## config.mk

```make
export PLATFORM = sky130hd
export DESIGN_NAME = dual_ema_block_average_distance
export DESIGN_NICKNAME = d
export VERILOG_FILES = /design/src/sv/deba_pkg.sv /design/src/sv/deba_regs.sv /design/src/sv/deba_div.sv /design/src/sv/deba_dp.sv /design/src/sv/deba_ctrl.sv /design/src/sv/dual_ema_block_average_distance.sv
export VERILOG_INCLUDE_DIRS = /design/src /design/src/sv
export SDC_FILE = /design/constraint.sdc
export NUM_CORES = 2
export LEC_CHECK = 0
export BUFFER_PORTS_ARGS = -buffer_cell sky130_fd_sc_hd__buf_2
export CORE_MARGIN = 4
export CORE_UTILIZATION = 59
export CTS_CLUSTER_DIAMETER = 30
export DETAILED_ROUTE_END_ITERATION = 8
export PLACE_DENSITY = 0.77
export SYNTH_ARGS = -nofsm -noshare
export SYNTH_HDL_FRONTEND = slang
export SYNTH_SLANG_ARGS = --single-unit
```

## constraint.sdc

```tcl
create_clock -name aclk -period 14.5 [get_ports aclk]
set_input_delay 2.175 -clock aclk [delete_from_list [all_inputs] [get_ports aclk]]
set_output_delay 2.175 -clock aclk [all_outputs]
set_load 0.02 [all_outputs]
```

## src/sv/dual_ema_block_average_distance_defines.svh

```systemverilog
// Assertion macros for the dual EMA block average distance design.
// Used by the top level only; expects aclk and aresetn in scope.
`ifndef DUAL_EMA_BLOCK_AVERAGE_DISTANCE_DEFINES_SVH
`define DUAL_EMA_BLOCK_AVERAGE_DISTANCE_DEFINES_SVH

// Consequent checked in the same cycle.
`define DEBA_ASSERT_NOW(lbl, ante, cons, msg) \
    lbl: assert property (@(posedge aclk) disable iff (!aresetn) (ante) |-> (cons)) \
        else $error(msg);

// Consequent checked in the cycle after the antecedent.
`define DEBA_ASSERT_NEXT(lbl, ante, cons, msg) \
    lbl: assert property (@(posedge aclk) disable iff (!aresetn) (ante) |=> (cons)) \
        else $error(msg);

`endif

```

## src/sv/deba_pkg.sv

```systemverilog
// Shared types and constants for the dual EMA block average distance block.
// No dependencies.
package deba_pkg;

    localparam int unsigned BLOCK_SAMPLES_DEF = 16;
    localparam int unsigned FULL_SCALE        = 65536;
    localparam int unsigned ALPHA_ONE         = 65536;

    localparam int unsigned APB_ADDR_W = 4;
    localparam int unsigned APB_DATA_W = 32;

    localparam int unsigned MUL_A_W = 17;
    localparam int unsigned MUL_B_W = 16;
    localparam int unsigned PROD_W  = MUL_A_W + MUL_B_W;
    localparam int unsigned SUM_W   = PROD_W + 16;
    localparam int unsigned DVD_W   = 32;
    localparam int unsigned DVS_W   = 17;

    localparam logic [16:0] ALPHA_RST = 17'd6554;
    localparam logic [15:0] FLOOR_RST = 16'd0;
    localparam logic [15:0] NEAR_RST  = 16'd200;
    localparam logic [15:0] FAR_RST   = 16'd10000;

    typedef enum logic [1:0] {
        REG_ALPHA,
        REG_FLOOR,
        REG_NEAR,
        REG_FAR
    } reg_idx_t;

    typedef struct packed {
        logic [16:0] alpha;
        logic [15:0] adc_floor;
        logic [15:0] near_distance;
        logic [15:0] far_distance;
    } cfg_t;

    typedef enum logic [3:0] {
        DP_NOP,
        DP_LOAD,
        DP_MUL_S,
        DP_MUL_OH,
        DP_MUL_OL,
        DP_SMOOTH,
        DP_ACCUM,
        DP_AVG_TAKE,
        DP_MAP_SEL,
        DP_MAP_MUL,
        DP_MAP_DIV,
        DP_MAP_TAKE,
        DP_CLEAR,
        DP_OUT
    } dp_op_t;

    typedef struct packed {
        dp_op_t op;
        logic   ch;
    } dp_cmd_t;

    typedef struct packed {
        logic ok;
        logic block_end;
        logic div_done;
        logic div_busy;
        logic map_direct;
        logic out_free;
    } dp_stat_t;

    typedef enum logic [3:0] {
        ST_IDLE,
        ST_EMA_S,
        ST_EMA_OH,
        ST_EMA_OL,
        ST_EMA_SUM,
        ST_ACCUM,
        ST_AVG,
        ST_MAP_SEL,
        ST_MAP_MUL,
        ST_MAP_DIV,
        ST_MAP_WAIT,
        ST_CLEAR,
        ST_OUT
    } ctrl_state_t;

endpackage

```

## src/sv/deba_regs.sv

```systemverilog
// APB configuration registers: alpha, ADC floor, near and far distance.
// Depends on deba_pkg.
module deba_regs import deba_pkg::*; (
    input  logic                  aclk,
    input  logic                  aresetn,
    input  logic                  psel,
    input  logic                  penable,
    input  logic                  pwrite,
    input  logic [APB_ADDR_W-1:0] paddr,
    input  logic [APB_DATA_W-1:0] pwdata,
    output logic [APB_DATA_W-1:0] prdata,
    output logic                  pready,
    output cfg_t                  cfg
);

    cfg_t     cfg_reg;
    reg_idx_t idx;
    logic     wr_en;

    assign idx    = reg_idx_t'(paddr[APB_ADDR_W-1:2]);
    assign wr_en  = psel && penable && pwrite;
    assign pready = 1'b1;
    assign cfg    = cfg_reg;

    always_ff @(posedge aclk) begin
        if (!aresetn) begin
            cfg_reg.alpha         <= ALPHA_RST;
            cfg_reg.adc_floor     <= FLOOR_RST;
            cfg_reg.near_distance <= NEAR_RST;
            cfg_reg.far_distance  <= FAR_RST;
        end else if (wr_en) begin
            unique case (idx)
                REG_ALPHA: cfg_reg.alpha         <= pwdata[16:0];
                REG_FLOOR: cfg_reg.adc_floor     <= pwdata[15:0];
                REG_NEAR:  cfg_reg.near_distance <= pwdata[15:0];
                REG_FAR:   cfg_reg.far_distance  <= pwdata[15:0];
            endcase
        end
    end

    always_comb begin
        unique case (idx)
            REG_ALPHA: prdata = APB_DATA_W'(cfg_reg.alpha);
            REG_FLOOR: prdata = APB_DATA_W'(cfg_reg.adc_floor);
            REG_NEAR:  prdata = APB_DATA_W'(cfg_reg.near_distance);
            REG_FAR:   prdata = APB_DATA_W'(cfg_reg.far_distance);
        endcase
    end

endmodule

```

## src/sv/deba_div.sv

```systemverilog
// Restoring divider, one quotient bit per cycle.
// Depends on deba_pkg.
module deba_div import deba_pkg::*; (
    input  logic             aclk,
    input  logic             aresetn,
    input  logic             start,
    input  logic [DVD_W-1:0] dividend,
    input  logic [DVS_W-1:0] divisor,
    output logic [DVD_W-1:0] quotient,
    output logic             busy,
    output logic             done
);

    localparam int unsigned CNT_W = $clog2(DVD_W);

    logic [DVS_W-1:0] rem_reg;
    logic [DVD_W-1:0] quo_reg;
    logic [DVS_W-1:0] dvs_reg;
    logic [CNT_W-1:0] cnt_reg;
    logic             busy_reg;
    logic             done_reg;
    logic [DVS_W:0]   trial;
    logic             fits;

    assign trial    = {rem_reg, quo_reg[DVD_W-1]};
    assign fits     = trial >= {1'b0, dvs_reg};
    assign quotient = quo_reg;
    assign busy     = busy_reg;
    assign done     = done_reg;

    always_ff @(posedge aclk) begin
        if (!aresetn) begin
            busy_reg <= 1'b0;
            done_reg <= 1'b0;
            cnt_reg  <= '0;
        end else begin
            done_reg <= 1'b0;
            if (start) begin
                busy_reg <= 1'b1;
                cnt_reg  <= '0;
            end else if (busy_reg) begin
                cnt_reg <= cnt_reg + 1'b1;
                if (cnt_reg == CNT_W'(DVD_W - 1)) begin
                    busy_reg <= 1'b0;
                    done_reg <= 1'b1;
                end
            end
        end
    end

    always_ff @(posedge aclk) begin
        if (start) begin
            rem_reg <= '0;
            quo_reg <= dividend;
            dvs_reg <= divisor;
        end else if (busy_reg) begin
            if (fits) begin
                rem_reg <= DVS_W'(trial - {1'b0, dvs_reg});
            end else begin
                rem_reg <= trial[DVS_W-1:0];
            end
            quo_reg <= {quo_reg[DVD_W-2:0], fits};
        end
    end

endmodule

```

## src/sv/deba_dp.sv

```systemverilog
// Datapath: filter state, block sums, shared multiplier, divider, output register.
// Depends on deba_pkg and deba_div.
module deba_dp import deba_pkg::*; #(
    parameter int unsigned BLOCK_SAMPLES = BLOCK_SAMPLES_DEF
) (
    input  logic        aclk,
    input  logic        aresetn,
    input  dp_cmd_t     cmd,
    input  cfg_t        cfg,
    input  logic [31:0] s_tdata,
    input  logic [1:0]  s_tuser,
    input  logic        m_tready,
    output dp_stat_t    st,
    output logic        m_tvalid,
    output logic [31:0] m_tdata,
    output logic [0:0]  m_tuser
);

    localparam int unsigned ACC_W = 16 + $clog2(BLOCK_SAMPLES);
    localparam int unsigned CNT_W = (BLOCK_SAMPLES > 1) ? $clog2(BLOCK_SAMPLES) : 1;
    localparam logic [16:0] FS_M1 = 17'(FULL_SCALE - 1);
    localparam logic [16:0] FS_V  = 17'(FULL_SCALE);
    localparam logic [16:0] A_ONE = 17'(ALPHA_ONE);
    // block average by reciprocal multiplication, exact for any sum below 2**ACC_W
    localparam int unsigned REC_S  = ACC_W + $clog2(BLOCK_SAMPLES);
    localparam int unsigned REC_W  = ACC_W + 1;
    localparam int unsigned AVG_PW = ACC_W + REC_W;
    localparam logic [REC_W-1:0] REC_M = REC_W'(((64'd1 << REC_S) + 64'(BLOCK_SAMPLES)
                                                 - 64'd1) / 64'(BLOCK_SAMPLES));

    logic [15:0]       samp_x_reg, samp_y_reg;
    logic              ok_x_reg, ok_y_reg;
    logic [31:0]       smooth_x_reg, smooth_y_reg;
    logic [ACC_W-1:0]  accum_x_reg, accum_y_reg;
    logic [CNT_W-1:0]  count_reg;
    logic [15:0]       range_x_reg, range_y_reg;
    logic [15:0]       avg_reg;
    logic [PROD_W-1:0] prod_reg;
    logic [SUM_W-1:0]  acc_reg;
    logic              fresh_reg;
    logic              m_valid_reg;
    logic [31:0]       m_data_reg;
    logic              m_user_reg;

    logic [16:0]        alpha_sat, beta;
    logic [31:0]        smooth_c;
    logic [15:0]        samp_c;
    logic [ACC_W-1:0]   accum_c;
    logic [AVG_PW-1:0]  avg_prod;
    logic [MUL_A_W-1:0] mul_a;
    logic [MUL_B_W-1:0] mul_b;
    logic [PROD_W-1:0]  prod;
    logic [SUM_W-1:0]   prod_hi;
    logic [SUM_W-1:0]   smooth_sum;
    logic [15:0]        span, diff;
    logic [16:0]        den;
    logic               below_floor, at_top;
    logic [15:0]        map_val;
    logic               div_start;
    logic [DVD_W-1:0]   div_dvd;
    logic [DVS_W-1:0]   div_dvs;
    logic [DVD_W-1:0]   div_quo;
    logic               div_busy, div_done;

    assign alpha_sat = (cfg.alpha > A_ONE) ? A_ONE : cfg.alpha;
    assign beta      = A_ONE - alpha_sat;
    assign smooth_c  = cmd.ch ? smooth_y_reg : smooth_x_reg;
    assign samp_c    = cmd.ch ? samp_y_reg : samp_x_reg;
    assign accum_c   = cmd.ch ? accum_y_reg : accum_x_reg;
    assign avg_prod  = AVG_PW'(accum_c) * AVG_PW'(REC_M);

    assign span = (cfg.far_distance >= cfg.near_distance) ?
                  (cfg.far_distance - cfg.near_distance) : 16'd0;
    assign diff = avg_reg - cfg.adc_floor;
    assign den  = FS_V - {1'b0, cfg.adc_floor};

    assign below_floor = avg_reg <= cfg.adc_floor;
    assign at_top      = {1'b0, avg_reg} >= FS_M1;
    assign map_val     = below_floor ? cfg.near_distance : cfg.far_distance;

    always_comb begin
        case (cmd.op)
            DP_MUL_S: begin
                mul_a = alpha_sat;
                mul_b = samp_c;
            end
            DP_MUL_OH: begin
                mul_a = beta;
                mul_b = smooth_c[31:16];
            end
            DP_MUL_OL: begin
                mul_a = beta;
                mul_b = smooth_c[15:0];
            end
            default: begin
                mul_a = {1'b0, span};
                mul_b = diff;
            end
        endcase
    end

    assign prod       = PROD_W'(mul_a) * PROD_W'(mul_b);
    assign prod_hi    = {prod_reg, 16'd0};
    assign smooth_sum = acc_reg + SUM_W'(prod_reg);

    assign div_start = (cmd.op == DP_MAP_DIV);
    assign div_dvd   = prod_reg[DVD_W-1:0];
    assign div_dvs   = den;

    deba_div u_div (
        .aclk     (aclk),
        .aresetn  (aresetn),
        .start    (div_start),
        .dividend (div_dvd),
        .divisor  (div_dvs),
        .quotient (div_quo),
        .busy     (div_busy),
        .done     (div_done)
    );

    // filter, sums, count, distances and output valid
    always_ff @(posedge aclk) begin
        if (!aresetn) begin
            smooth_x_reg <= '0;
            smooth_y_reg <= '0;
            accum_x_reg  <= '0;
            accum_y_reg  <= '0;
            count_reg    <= '0;
            range_x_reg  <= '0;
            range_y_reg  <= '0;
            m_valid_reg  <= 1'b0;
        end else begin
            case (cmd.op)
                DP_SMOOTH: begin
                    if (cmd.ch) begin
                        smooth_y_reg <= smooth_sum[47:16];
                    end else begin
                        smooth_x_reg <= smooth_sum[47:16];
                    end
                end
                DP_ACCUM: begin
                    accum_x_reg <= accum_x_reg + ACC_W'(smooth_x_reg[31:16]);
                    accum_y_reg <= accum_y_reg + ACC_W'(smooth_y_reg[31:16]);
                    if (st.block_end) begin
                        count_reg <= '0;
                    end else begin
                        count_reg <= count_reg + 1'b1;
                    end
                end
                DP_MAP_SEL: begin
                    if (below_floor || at_top) begin
                        if (cmd.ch) begin
                            range_y_reg <= map_val;
                        end else begin
                            range_x_reg <= map_val;
                        end
                    end
                end
                DP_MAP_TAKE: begin
                    if (cmd.ch) begin
                        range_y_reg <= cfg.near_distance + div_quo[15:0];
                    end else begin
                        range_x_reg <= cfg.near_distance + div_quo[15:0];
                    end
                end
                DP_CLEAR: begin
                    accum_x_reg <= '0;
                    accum_y_reg <= '0;
                end
                default: begin
                end
            endcase
            if (cmd.op == DP_OUT) begin
                m_valid_reg <= 1'b1;
            end else if (m_tready) begin
                m_valid_reg <= 1'b0;
            end
        end
    end

    always_ff @(posedge aclk) begin
        case (cmd.op)
            DP_LOAD: begin
                samp_x_reg <= s_tdata[15:0];
                samp_y_reg <= s_tdata[31:16];
                ok_x_reg   <= s_tuser[0];
                ok_y_reg   <= s_tuser[1];
            end
            DP_MUL_S: begin
                prod_reg <= prod;
            end
            DP_MUL_OH: begin
                acc_reg  <= prod_hi + SUM_W'(32768);
                prod_reg <= prod;
            end
            DP_MUL_OL: begin
                acc_reg  <= acc_reg + prod_hi;
                prod_reg <= prod;
            end
            DP_MAP_MUL: begin
                prod_reg <= prod;
            end
            DP_ACCUM: begin
                fresh_reg <= st.block_end;
            end
            DP_AVG_TAKE: begin
                avg_reg <= avg_prod[REC_S +: 16];
            end
            DP_OUT: begin
                m_data_reg <= {range_y_reg, range_x_reg};
                m_user_reg <= fresh_reg;
            end
            default: begin
            end
        endcase
    end

    assign st.ok         = cmd.ch ? ok_y_reg : ok_x_reg;
    assign st.block_end  = count_reg == CNT_W'(BLOCK_SAMPLES - 1);
    assign st.div_done   = div_done;
    assign st.div_busy   = div_busy;
    assign st.map_direct = below_floor || at_top;
    assign st.out_free   = !m_valid_reg || m_tready;

    assign m_tvalid = m_valid_reg;
    assign m_tdata  = m_data_reg;
    assign m_tuser  = m_user_reg;

endmodule

```

## src/sv/deba_ctrl.sv

```systemverilog
// Controller: sequences filter update, block average and distance mapping.
// Depends on deba_pkg.
module deba_ctrl import deba_pkg::*; (
    input  logic     aclk,
    input  logic     aresetn,
    input  logic     s_tvalid,
    input  dp_stat_t st,
    output logic     s_tready,
    output dp_cmd_t  cmd
);

    ctrl_state_t state_reg, state_next;
    logic        ch_reg, ch_next;

    always_ff @(posedge aclk) begin
        if (!aresetn) begin
            state_reg <= ST_IDLE;
            ch_reg    <= 1'b0;
        end else begin
            state_reg <= state_next;
            ch_reg    <= ch_next;
        end
    end

    always_comb begin
        state_next = state_reg;
        ch_next    = ch_reg;
        cmd.op     = DP_NOP;
        cmd.ch     = ch_reg;
        s_tready   = 1'b0;
        unique case (state_reg)
            ST_IDLE: begin
                s_tready = 1'b1;
                if (s_tvalid) begin
                    cmd.op     = DP_LOAD;
                    ch_next    = 1'b0;
                    state_next = ST_EMA_S;
                end
            end
            ST_EMA_S: begin
                if (st.ok) begin
                    cmd.op     = DP_MUL_S;
                    state_next = ST_EMA_OH;
                end else if (!ch_reg) begin
                    ch_next = 1'b1;
                end else begin
                    state_next = ST_ACCUM;
                end
            end
            ST_EMA_OH: begin
                cmd.op     = DP_MUL_OH;
                state_next = ST_EMA_OL;
            end
            ST_EMA_OL: begin
                cmd.op     = DP_MUL_OL;
                state_next = ST_EMA_SUM;
            end
            ST_EMA_SUM: begin
                cmd.op = DP_SMOOTH;
                if (!ch_reg) begin
                    ch_next    = 1'b1;
                    state_next = ST_EMA_S;
                end else begin
                    state_next = ST_ACCUM;
                end
            end
            ST_ACCUM: begin
                cmd.op = DP_ACCUM;
                if (st.block_end) begin
                    ch_next    = 1'b0;
                    state_next = ST_AVG;
                end else begin
                    state_next = ST_OUT;
                end
            end
            ST_AVG: begin
                cmd.op     = DP_AVG_TAKE;
                state_next = ST_MAP_SEL;
            end
            ST_MAP_SEL: begin
                cmd.op = DP_MAP_SEL;
                if (!st.map_direct) begin
                    state_next = ST_MAP_MUL;
                end else if (!ch_reg) begin
                    ch_next    = 1'b1;
                    state_next = ST_AVG;
                end else begin
                    state_next = ST_CLEAR;
                end
            end
            ST_MAP_MUL: begin
                cmd.op     = DP_MAP_MUL;
                state_next = ST_MAP_DIV;
            end
            ST_MAP_DIV: begin
                cmd.op     = DP_MAP_DIV;
                state_next = ST_MAP_WAIT;
            end
            ST_MAP_WAIT: begin
                if (st.div_done) begin
                    cmd.op = DP_MAP_TAKE;
                    if (!ch_reg) begin
                        ch_next    = 1'b1;
                        state_next = ST_AVG;
                    end else begin
                        state_next = ST_CLEAR;
                    end
                end
            end
            ST_CLEAR: begin
                cmd.op     = DP_CLEAR;
                state_next = ST_OUT;
            end
            ST_OUT: begin
                if (st.out_free) begin
                    cmd.op     = DP_OUT;
                    state_next = ST_IDLE;
                end
            end
            default: begin
                state_next = ST_IDLE;
            end
        endcase
    end

endmodule

```

## src/sv/dual_ema_block_average_distance.sv

```systemverilog
// Channel  Dir  Handshake                 Payload
// s_       in   s_tvalid / s_tready       tdata: sample_x, sample_y; tuser: x_ok, y_ok
// m_       out  m_tvalid / m_tready       tdata: distance_x, distance_y; tuser: fresh
// apb      in   psel, penable / pready    4 registers at 0x0, 0x4, 0x8, 0xC
//
// Each valid channel passes through the shared 17x16 multiplier; an invalid one is skipped.
// An item that closes a block also takes the average and clamp per channel, and the distance
// goes through the 32-step divider where it is not clamped.
// Reset is synchronous, active low; no item is taken while one is in progress.
// A stalled result is held in the output register; the next item is taken meanwhile.
// Top level; depends on deba_pkg, deba_regs, deba_ctrl, deba_dp and the defines header.
`include "dual_ema_block_average_distance_defines.svh"

module dual_ema_block_average_distance import deba_pkg::*; #(
    parameter int unsigned BLOCK_SAMPLES = BLOCK_SAMPLES_DEF
) (
    input  logic                  aclk,
    input  logic                  aresetn,
    input  logic                  s_tvalid,
    output logic                  s_tready,
    input  logic [31:0]           s_tdata,   // [15:0] sample_x, [31:16] sample_y
    input  logic [1:0]            s_tuser,   // [0] x_ok, [1] y_ok
    output logic                  m_tvalid,
    input  logic                  m_tready,
    output logic [31:0]           m_tdata,   // [15:0] distance_x, [31:16] distance_y
    output logic [0:0]            m_tuser,   // [0] fresh
    input  logic                  psel,
    input  logic                  penable,
    input  logic                  pwrite,
    input  logic [APB_ADDR_W-1:0] paddr,
    input  logic [APB_DATA_W-1:0] pwdata,
    output logic [APB_DATA_W-1:0] prdata,
    output logic                  pready
);

    cfg_t     cfg;
    dp_cmd_t  cmd;
    dp_stat_t st;

    deba_regs u_regs (
        .aclk    (aclk),
        .aresetn (aresetn),
        .psel    (psel),
        .penable (penable),
        .pwrite  (pwrite),
        .paddr   (paddr),
        .pwdata  (pwdata),
        .prdata  (prdata),
        .pready  (pready),
        .cfg     (cfg)
    );

    deba_ctrl u_ctrl (
        .aclk     (aclk),
        .aresetn  (aresetn),
        .s_tvalid (s_tvalid),
        .st       (st),
        .s_tready (s_tready),
        .cmd      (cmd)
    );

    deba_dp #(
        .BLOCK_SAMPLES (BLOCK_SAMPLES)
    ) u_dp (
        .aclk     (aclk),
        .aresetn  (aresetn),
        .cmd      (cmd),
        .cfg      (cfg),
        .s_tdata  (s_tdata),
        .s_tuser  (s_tuser),
        .m_tready (m_tready),
        .st       (st),
        .m_tvalid (m_tvalid),
        .m_tdata  (m_tdata),
        .m_tuser  (m_tuser)
    );

    `DEBA_ASSERT_NEXT(a_busy_after_accept, s_tvalid && s_tready, !s_tready, "ready after accept")
    `DEBA_ASSERT_NOW(a_result_back_to_idle, $rose(m_tvalid), s_tready, "result not at idle")
    `DEBA_ASSERT_NOW(a_idle_div_quiet, s_tready, !st.div_busy, "divider busy at idle")

endmodule
```

# [Word-level counts from Yosys, hierarchy flattened]
# Index checks and enable logic that the tools add are counted.
[totals] register_bits=450 output_inout_bits=68
[op_classes] order_cmp=5 n_bitwise=3 reduce_logical=27 eq_ne=42 mul=1 n_addsub=13 mux=53
[ops] op="$mux W16" count=9
[ops] op="$pmux W32 S4" count=1
[ops] op="$pmux W4 S13" count=2
[ops] op="$pmux W49 S2" count=1
[ops] op="$mux W32" count=3
[ops] op="$pmux W20 S2" count=2
[ops] op="$pmux W16 S2" count=2
[ops] op="$add A49 B16 Y49 const B" count=1
[ops] op="$add A49 B49 Y49" count=1
[ops] op="$add A48 B33 Y48" count=1
[ops] op="$eq A4 B4 Y1 const B" count=12
[ops] op="$pmux W16 S3" count=1
[ops] op="$mux W4" count=11
[ops] op="$add A20 B16 Y20" count=2
[ops] op="$mux W17" count=2
[ops] op="$pmux W17 S2" count=1
[ops] op="$mul A17 B16 Y33" count=1
[ops] op="$eq A4 B3 Y1 const B" count=8
[ops] op="$sub A16 B16 Y16" count=2
[ops] op="$mux W20" count=1
[ops] op="$ge A18 B17 Y1" count=1
[ops] op="$ne A2 B2 Y1 const B" count=9
[ops] op="$gt A17 B17 Y1 const B" count=1
[ops] op="$sub A17 B16 Y17 const A" count=1
[ops] op="other kinds (33)" count=68

# [Longest topological paths before layout]
[logic_depth] depth_word=8 ltp_mapped=36

# [Modules after synthesis]
# From an unflattened synthesis, not the netlist that was laid out.
[hier_totals] hier_cells=3744 hier_area_um2=34650.7
[modules_own_cells] mod="deba_dp" cells_each=3022 instances=1 area_per_inst_um2=27014.7
[modules_own_cells] mod="deba_div" cells_each=347 instances=1 area_per_inst_um2=3882.5
[modules_own_cells] mod="deba_regs" cells_each=288 instances=1 area_per_inst_um2=3056.7
[modules_own_cells] mod="deba_ctrl" cells_each=87 instances=1 area_per_inst_um2=696.9

# [Least setup slack after synthesis]
# No wires, ideal clock.
[synth_path] path_type="reg-to-reg" from="reg u_ctrl.state_reg[2]" to="reg u_dp.prod_reg[31] (data pin)" path_buffers=2 required_ns=14.242 period_less_slack_ns=8.048 setup_ns=0.258 arrival_ns=7.790 path_stages_with_launch=32 path_slack_ns=6.452 cell_sequence="dfxtp_1 > clkbuf_1 > nor2_1 > nand2_1 > clkinv_1 > clkbuf_1 > nand2_1 > nor2_1 > a21oi_1 > o21ai_1 > nand2_1 > fa_1 > inv_1 > fa_1 > inv_1 > fa_1 > inv_1 > fa_1 > fa_1 > inv_1 > fa_1 > inv_1 > ha_1 > a21o_1 > a21oi_1 > o21ai_0 > a21oi_1 > o211ai_1 > a31o_2 > a21o_1 > a21oi_1 > xnor2_1"
[synth_between] elab_chain_len=6
[synth_rtl] item="start: declaration" line_no="deba_ctrl.sv:12" text="ctrl_state_t state_reg, state_next;"
[synth_rtl] item="start signal: assignment" line_no="deba_ctrl.sv:20" text="state_reg <= state_next;"
[synth_rtl] item="$eq A4 B4 Y1 (tied with other cells)" line_no="deba_ctrl.sv:31" text="unique case (state_reg)"
[synth_rtl] item="$pmux W4 S13 (*)" line_no="deba_ctrl.sv:31"
[synth_rtl] item="$eq A4 B2 Y1 or $eq A4 B3 Y1 (tied branches)" line_no="deba_dp.sv:82" text="case (cmd.op)"
[synth_rtl] item="$reduce_or A2 Y1 (no line)"
[synth_rtl] item="$pmux W17 S2" line_no="deba_dp.sv:82"
[synth_rtl] item="$mul A17 B16 Y33 (*)" line_no="deba_dp.sv:102" text="assign prod = PROD_W'(mul_a) * PROD_W'(mul_b);"
[synth_rtl] item="via u_dp.prod[31]" line_no="deba_dp.sv:52" text="logic [PROD_W-1:0] prod;"
[synth_rtl] item="end signal: assignment" line_no="deba_dp.sv:190" text="prod_reg <= prod;"
[synth_rtl] item="end signal: assignment" line_no="deba_dp.sv:194" text="prod_reg <= prod;"
[synth_rtl] item="end signal: assignment" line_no="deba_dp.sv:198" text="prod_reg <= prod;"
[synth_rtl] item="end: declaration" line_no="deba_dp.sv:38" text="logic [PROD_W-1:0] prod_reg;"
# Mark *: on every way through the listed nets, which the timed path passes. The rest lies on a longest branch.
# A chain may end at the register's enable or synchronous reset.

# [Final worst setup path]
# Same ends and word-level chain as after synthesis.

==> flow_metrics.env <==
export IMPL_outcome="finished clean"
export IMPL_hold_viol=0
export IMPL_drc=0
export IMPL_worstSetupPathType="flop to flop"
export IMPL_cts_sinks=433
export IMPL_h_tree_depth=3
export IMPL_cts_buffer_depth=3
export IMPL_synth_top_area_frac=0.175
export IMPL_die_h_um=248
export IMPL_maxSlewViolCount=0
export IMPL_cpPeakStageDelay_ps=900
export IMPL_die_x_um=248
export IMPL_yosysWarnings=0
export IMPL_antenna_cells=0
export IMPL_slew_headroom=0.243
export IMPL_min_path_type="flop to flop"
export IMPL_critPathArrivalTime_ps=10350
export IMPL_setup_worst_path_end_class="flop"
export IMPL_grt_max_degree=92
export IMPL_cts_buffers=91
export IMPL_path_clk_slew_ps=50
export IMPL_maxCapViolCount=0
export IMPL_regArea_mm2=0.0107
export IMPL_io_pins=145
export IMPL_gr_usage_all_layers=0.312
export IMPL_routed_wl_um=96300
export IMPL_portBuffers=111
export IMPL_setup_viol=0
export IMPL_worst_ep_required_time_ps=14880
export IMPL_dr_first_iter_drc_count=3082
export IMPL_drtPass1Iterations=7
export IMPL_die_area_mm2=0.0615
export IMPL_dpl_hpwl_um=70500
export IMPL_finalNetCount=4436
export IMPL_period_share=0.688
export IMPL_path_max_fanout=26
export IMPL_hold_buffers=0
export IMPL_largest_reg_flops=65
export IMPL_fill_cells=4400
export IMPL_clock_latency_ps=660
export IMPL_syn_avg_cell_area_um2=8.94
export IMPL_multi_input_area_mm2=0.0214
export IMPL_via_count=28723
export IMPL_post_drt_wl_per_cell_um=20.4
export IMPL_wl_met3_um=9270
export IMPL_final_min_clock_period_ps=9970
export IMPL_grt_pass1_wl_um=151000
export IMPL_met2WireLength_um=44100
export IMPL_yosysTopAreaCell="edfxtp_1"
export IMPL_worst_slew_pin_slew_ps=1100
export IMPL_row_count=87
export IMPL_grt_ovfl_total=0
export IMPL_utilization=0.678
export IMPL_start_util=0.600
export IMPL_ys_top_cells_by_area="edfxtp_1 (17%), dfxtp_1 (14%), fa_1 (13%)"
export IMPL_syn_inst=3803
export IMPL_clock_skew_ps=56.1
export IMPL_synth_edff_count=198
export IMPL_netlist_area_mm2=0.0340
export IMPL_drive_gt1_frac=0.104
export IMPL_slowest_stage="mux2i_1"
export IMPL_top_layer="met4"
export IMPL_rsz0062_at_grt="false"
export IMPL_grt_pass1_vias=27564
export IMPL_synthArstFlopShare=0
export IMPL_cts_root_buf="clkbuf_16"
export IMPL_synth_cell_type_count=93
export IMPL_ys_ff_latch=433
export IMPL_core_area_mm2=0.0567
export IMPL_antenna_found_initial=1
export IMPL_gp_congestion=0.950
export IMPL_vias_per_cell=6.08
export IMPL_post_cts_resize_count=0
export IMPL_finalSetupTns_ps=0
export IMPL_wl_met1_um=38500
export IMPL_layout_area_overhead_vs_synth_pct=13.0
export IMPL_postCtsSetupBuffers=0
export IMPL_crit_top_cell="fa_1"
export IMPL_place_ws_ps=4890
export IMPL_ant_nets=0
export IMPL_tritoncts="built"
export IMPL_timing_final_ws_setup_ps=4530
export IMPL_synth_flop_cell="dfxtp_1"
export IMPL_yosysSeqAreaShare=0.313
export IMPL_fmax_mhz=100
export IMPL_worst_setup_path_start_kind="flop"
-- layout make-up --
cell class | count | share of cell area
Clock buffer | 105 | 0.0630
Tap cell | 756 | 0.0246
Multi-Input combinational cell | 2861 | 0.557
Sequential cell | 433 | 0.277
Timing Repair Buffer | 152 | 0.0225
Inverter | 350 | 0.0342
Clock inverter | 66 | 0.0214
-- critical path: cells and delay by family (launching register included) --
family	cells	cell delay (ps)
buffers and inverters	5	700
AOI/OAI and AO/OA	9	2230
DFF	1	750
adders and majority gates	7	3510
muxes	1	900
xor gates and xnor gates	1	80
and+or+nand+nor	5	1500
-- cells in the mapped netlist, drive strengths merged (6+ instances only) --
cell type,count
nand2,579
inv,349
a21oi,290
ha,254
dfxtp,235
nor2,230
fa,216
o21ai,214
edfxtp,198
clkbuf,136
xnor2,110
nand3,94
a21o,83
mux2i,75
nor3,70
xor2,57
nor2b,44
nand2b,43
o21a,38
buf,37
and2,35
and3,35
mux2,32
nand4,25
a31oi,24
a211oi,23
o211ai,21
or3,21
o31ai,20
o21bai,17
o22ai,17
mux4,16
or2,16
a21boi,12
o31a,11
a22oi,7
a31o,7
nor4,7
and2b,6
o2111ai,6
-- path summary, 6_finish.rpt --
check	start	to	slack (ps)	cells after the start
worst min-delay path	u_dp.fresh_reg	u_dp.m_tuser	420	0
worst max-delay path	u_ctrl.state_reg[2]	u_dp.prod_reg[31]	4530	28
worst min register to register	u_dp.fresh_reg	u_dp.m_tuser	420	0
worst max register to register	u_ctrl.state_reg[2]	u_dp.prod_reg[31]	4530	28
-- logic make-up after synthesis --
group	count (synthesis)	synth area share
AOI/OAI and AO/OA	859	0.157
and+or+nand+nor	1226	0.163
other	2	0.000221
DFF	433	0.313
muxes	123	0.0433
adders and majority gates	470	0.221
buffers and inverters	523	0.0602
xor gates and xnor gates	167	0.0430
-- cell usage in the layout (no fill, tap or decap), types with 17 or more instances in the layout --
master     Yosys  layout
a21oi_1      288     287
mux2i_1       75      75
mux2_2        32      32
a21o_1        83      83
buf_2          9     111
xnor2_1      110     110
clkbuf_16      0      92
o21bai_1      17      17
inv_1        348     348
nand2_1      579     578
nand3_1       93      92
edfxtp_1     198     198
a31oi_1       23      23
buf_4         17      41
nor2_1       228     228
xor2_1        57      57
nand2b_1      42      42
fa_1         216     216
nand4_1       25      25
ha_1         254     254
and2_1        34      34
o22ai_1       17      17
o21ai_0      199     197
a211oi_1      23      22
and3_1        35      34
nor2b_1       44      44
dfxtp_1      235     234
o31ai_1       19      19
or3_1         18      18
o211ai_1      21      21
nor3_1        69      65
o21a_1        38      38
-- per-layer routing --
metal	global-route usage	vias up
li1	-	13284
met1	0.414	13775
met2	0.501	1387
met3	0.0659	277
met4	0.128	0
met5	0	-
-- through the flow --
stage	instance area [µm²]	hold slack, ps	std cells
after floorplan	34100	400	3817
after global placement	35200	401	4552
after detailed placement	35200	410	4552
after CTS	38400	422	4723
after global routing	38400	428	4723
final	38400	418	4723
Power is not shown: default switching activity piles up to over one toggle a cycle in this logic, so the estimate is an artifact.
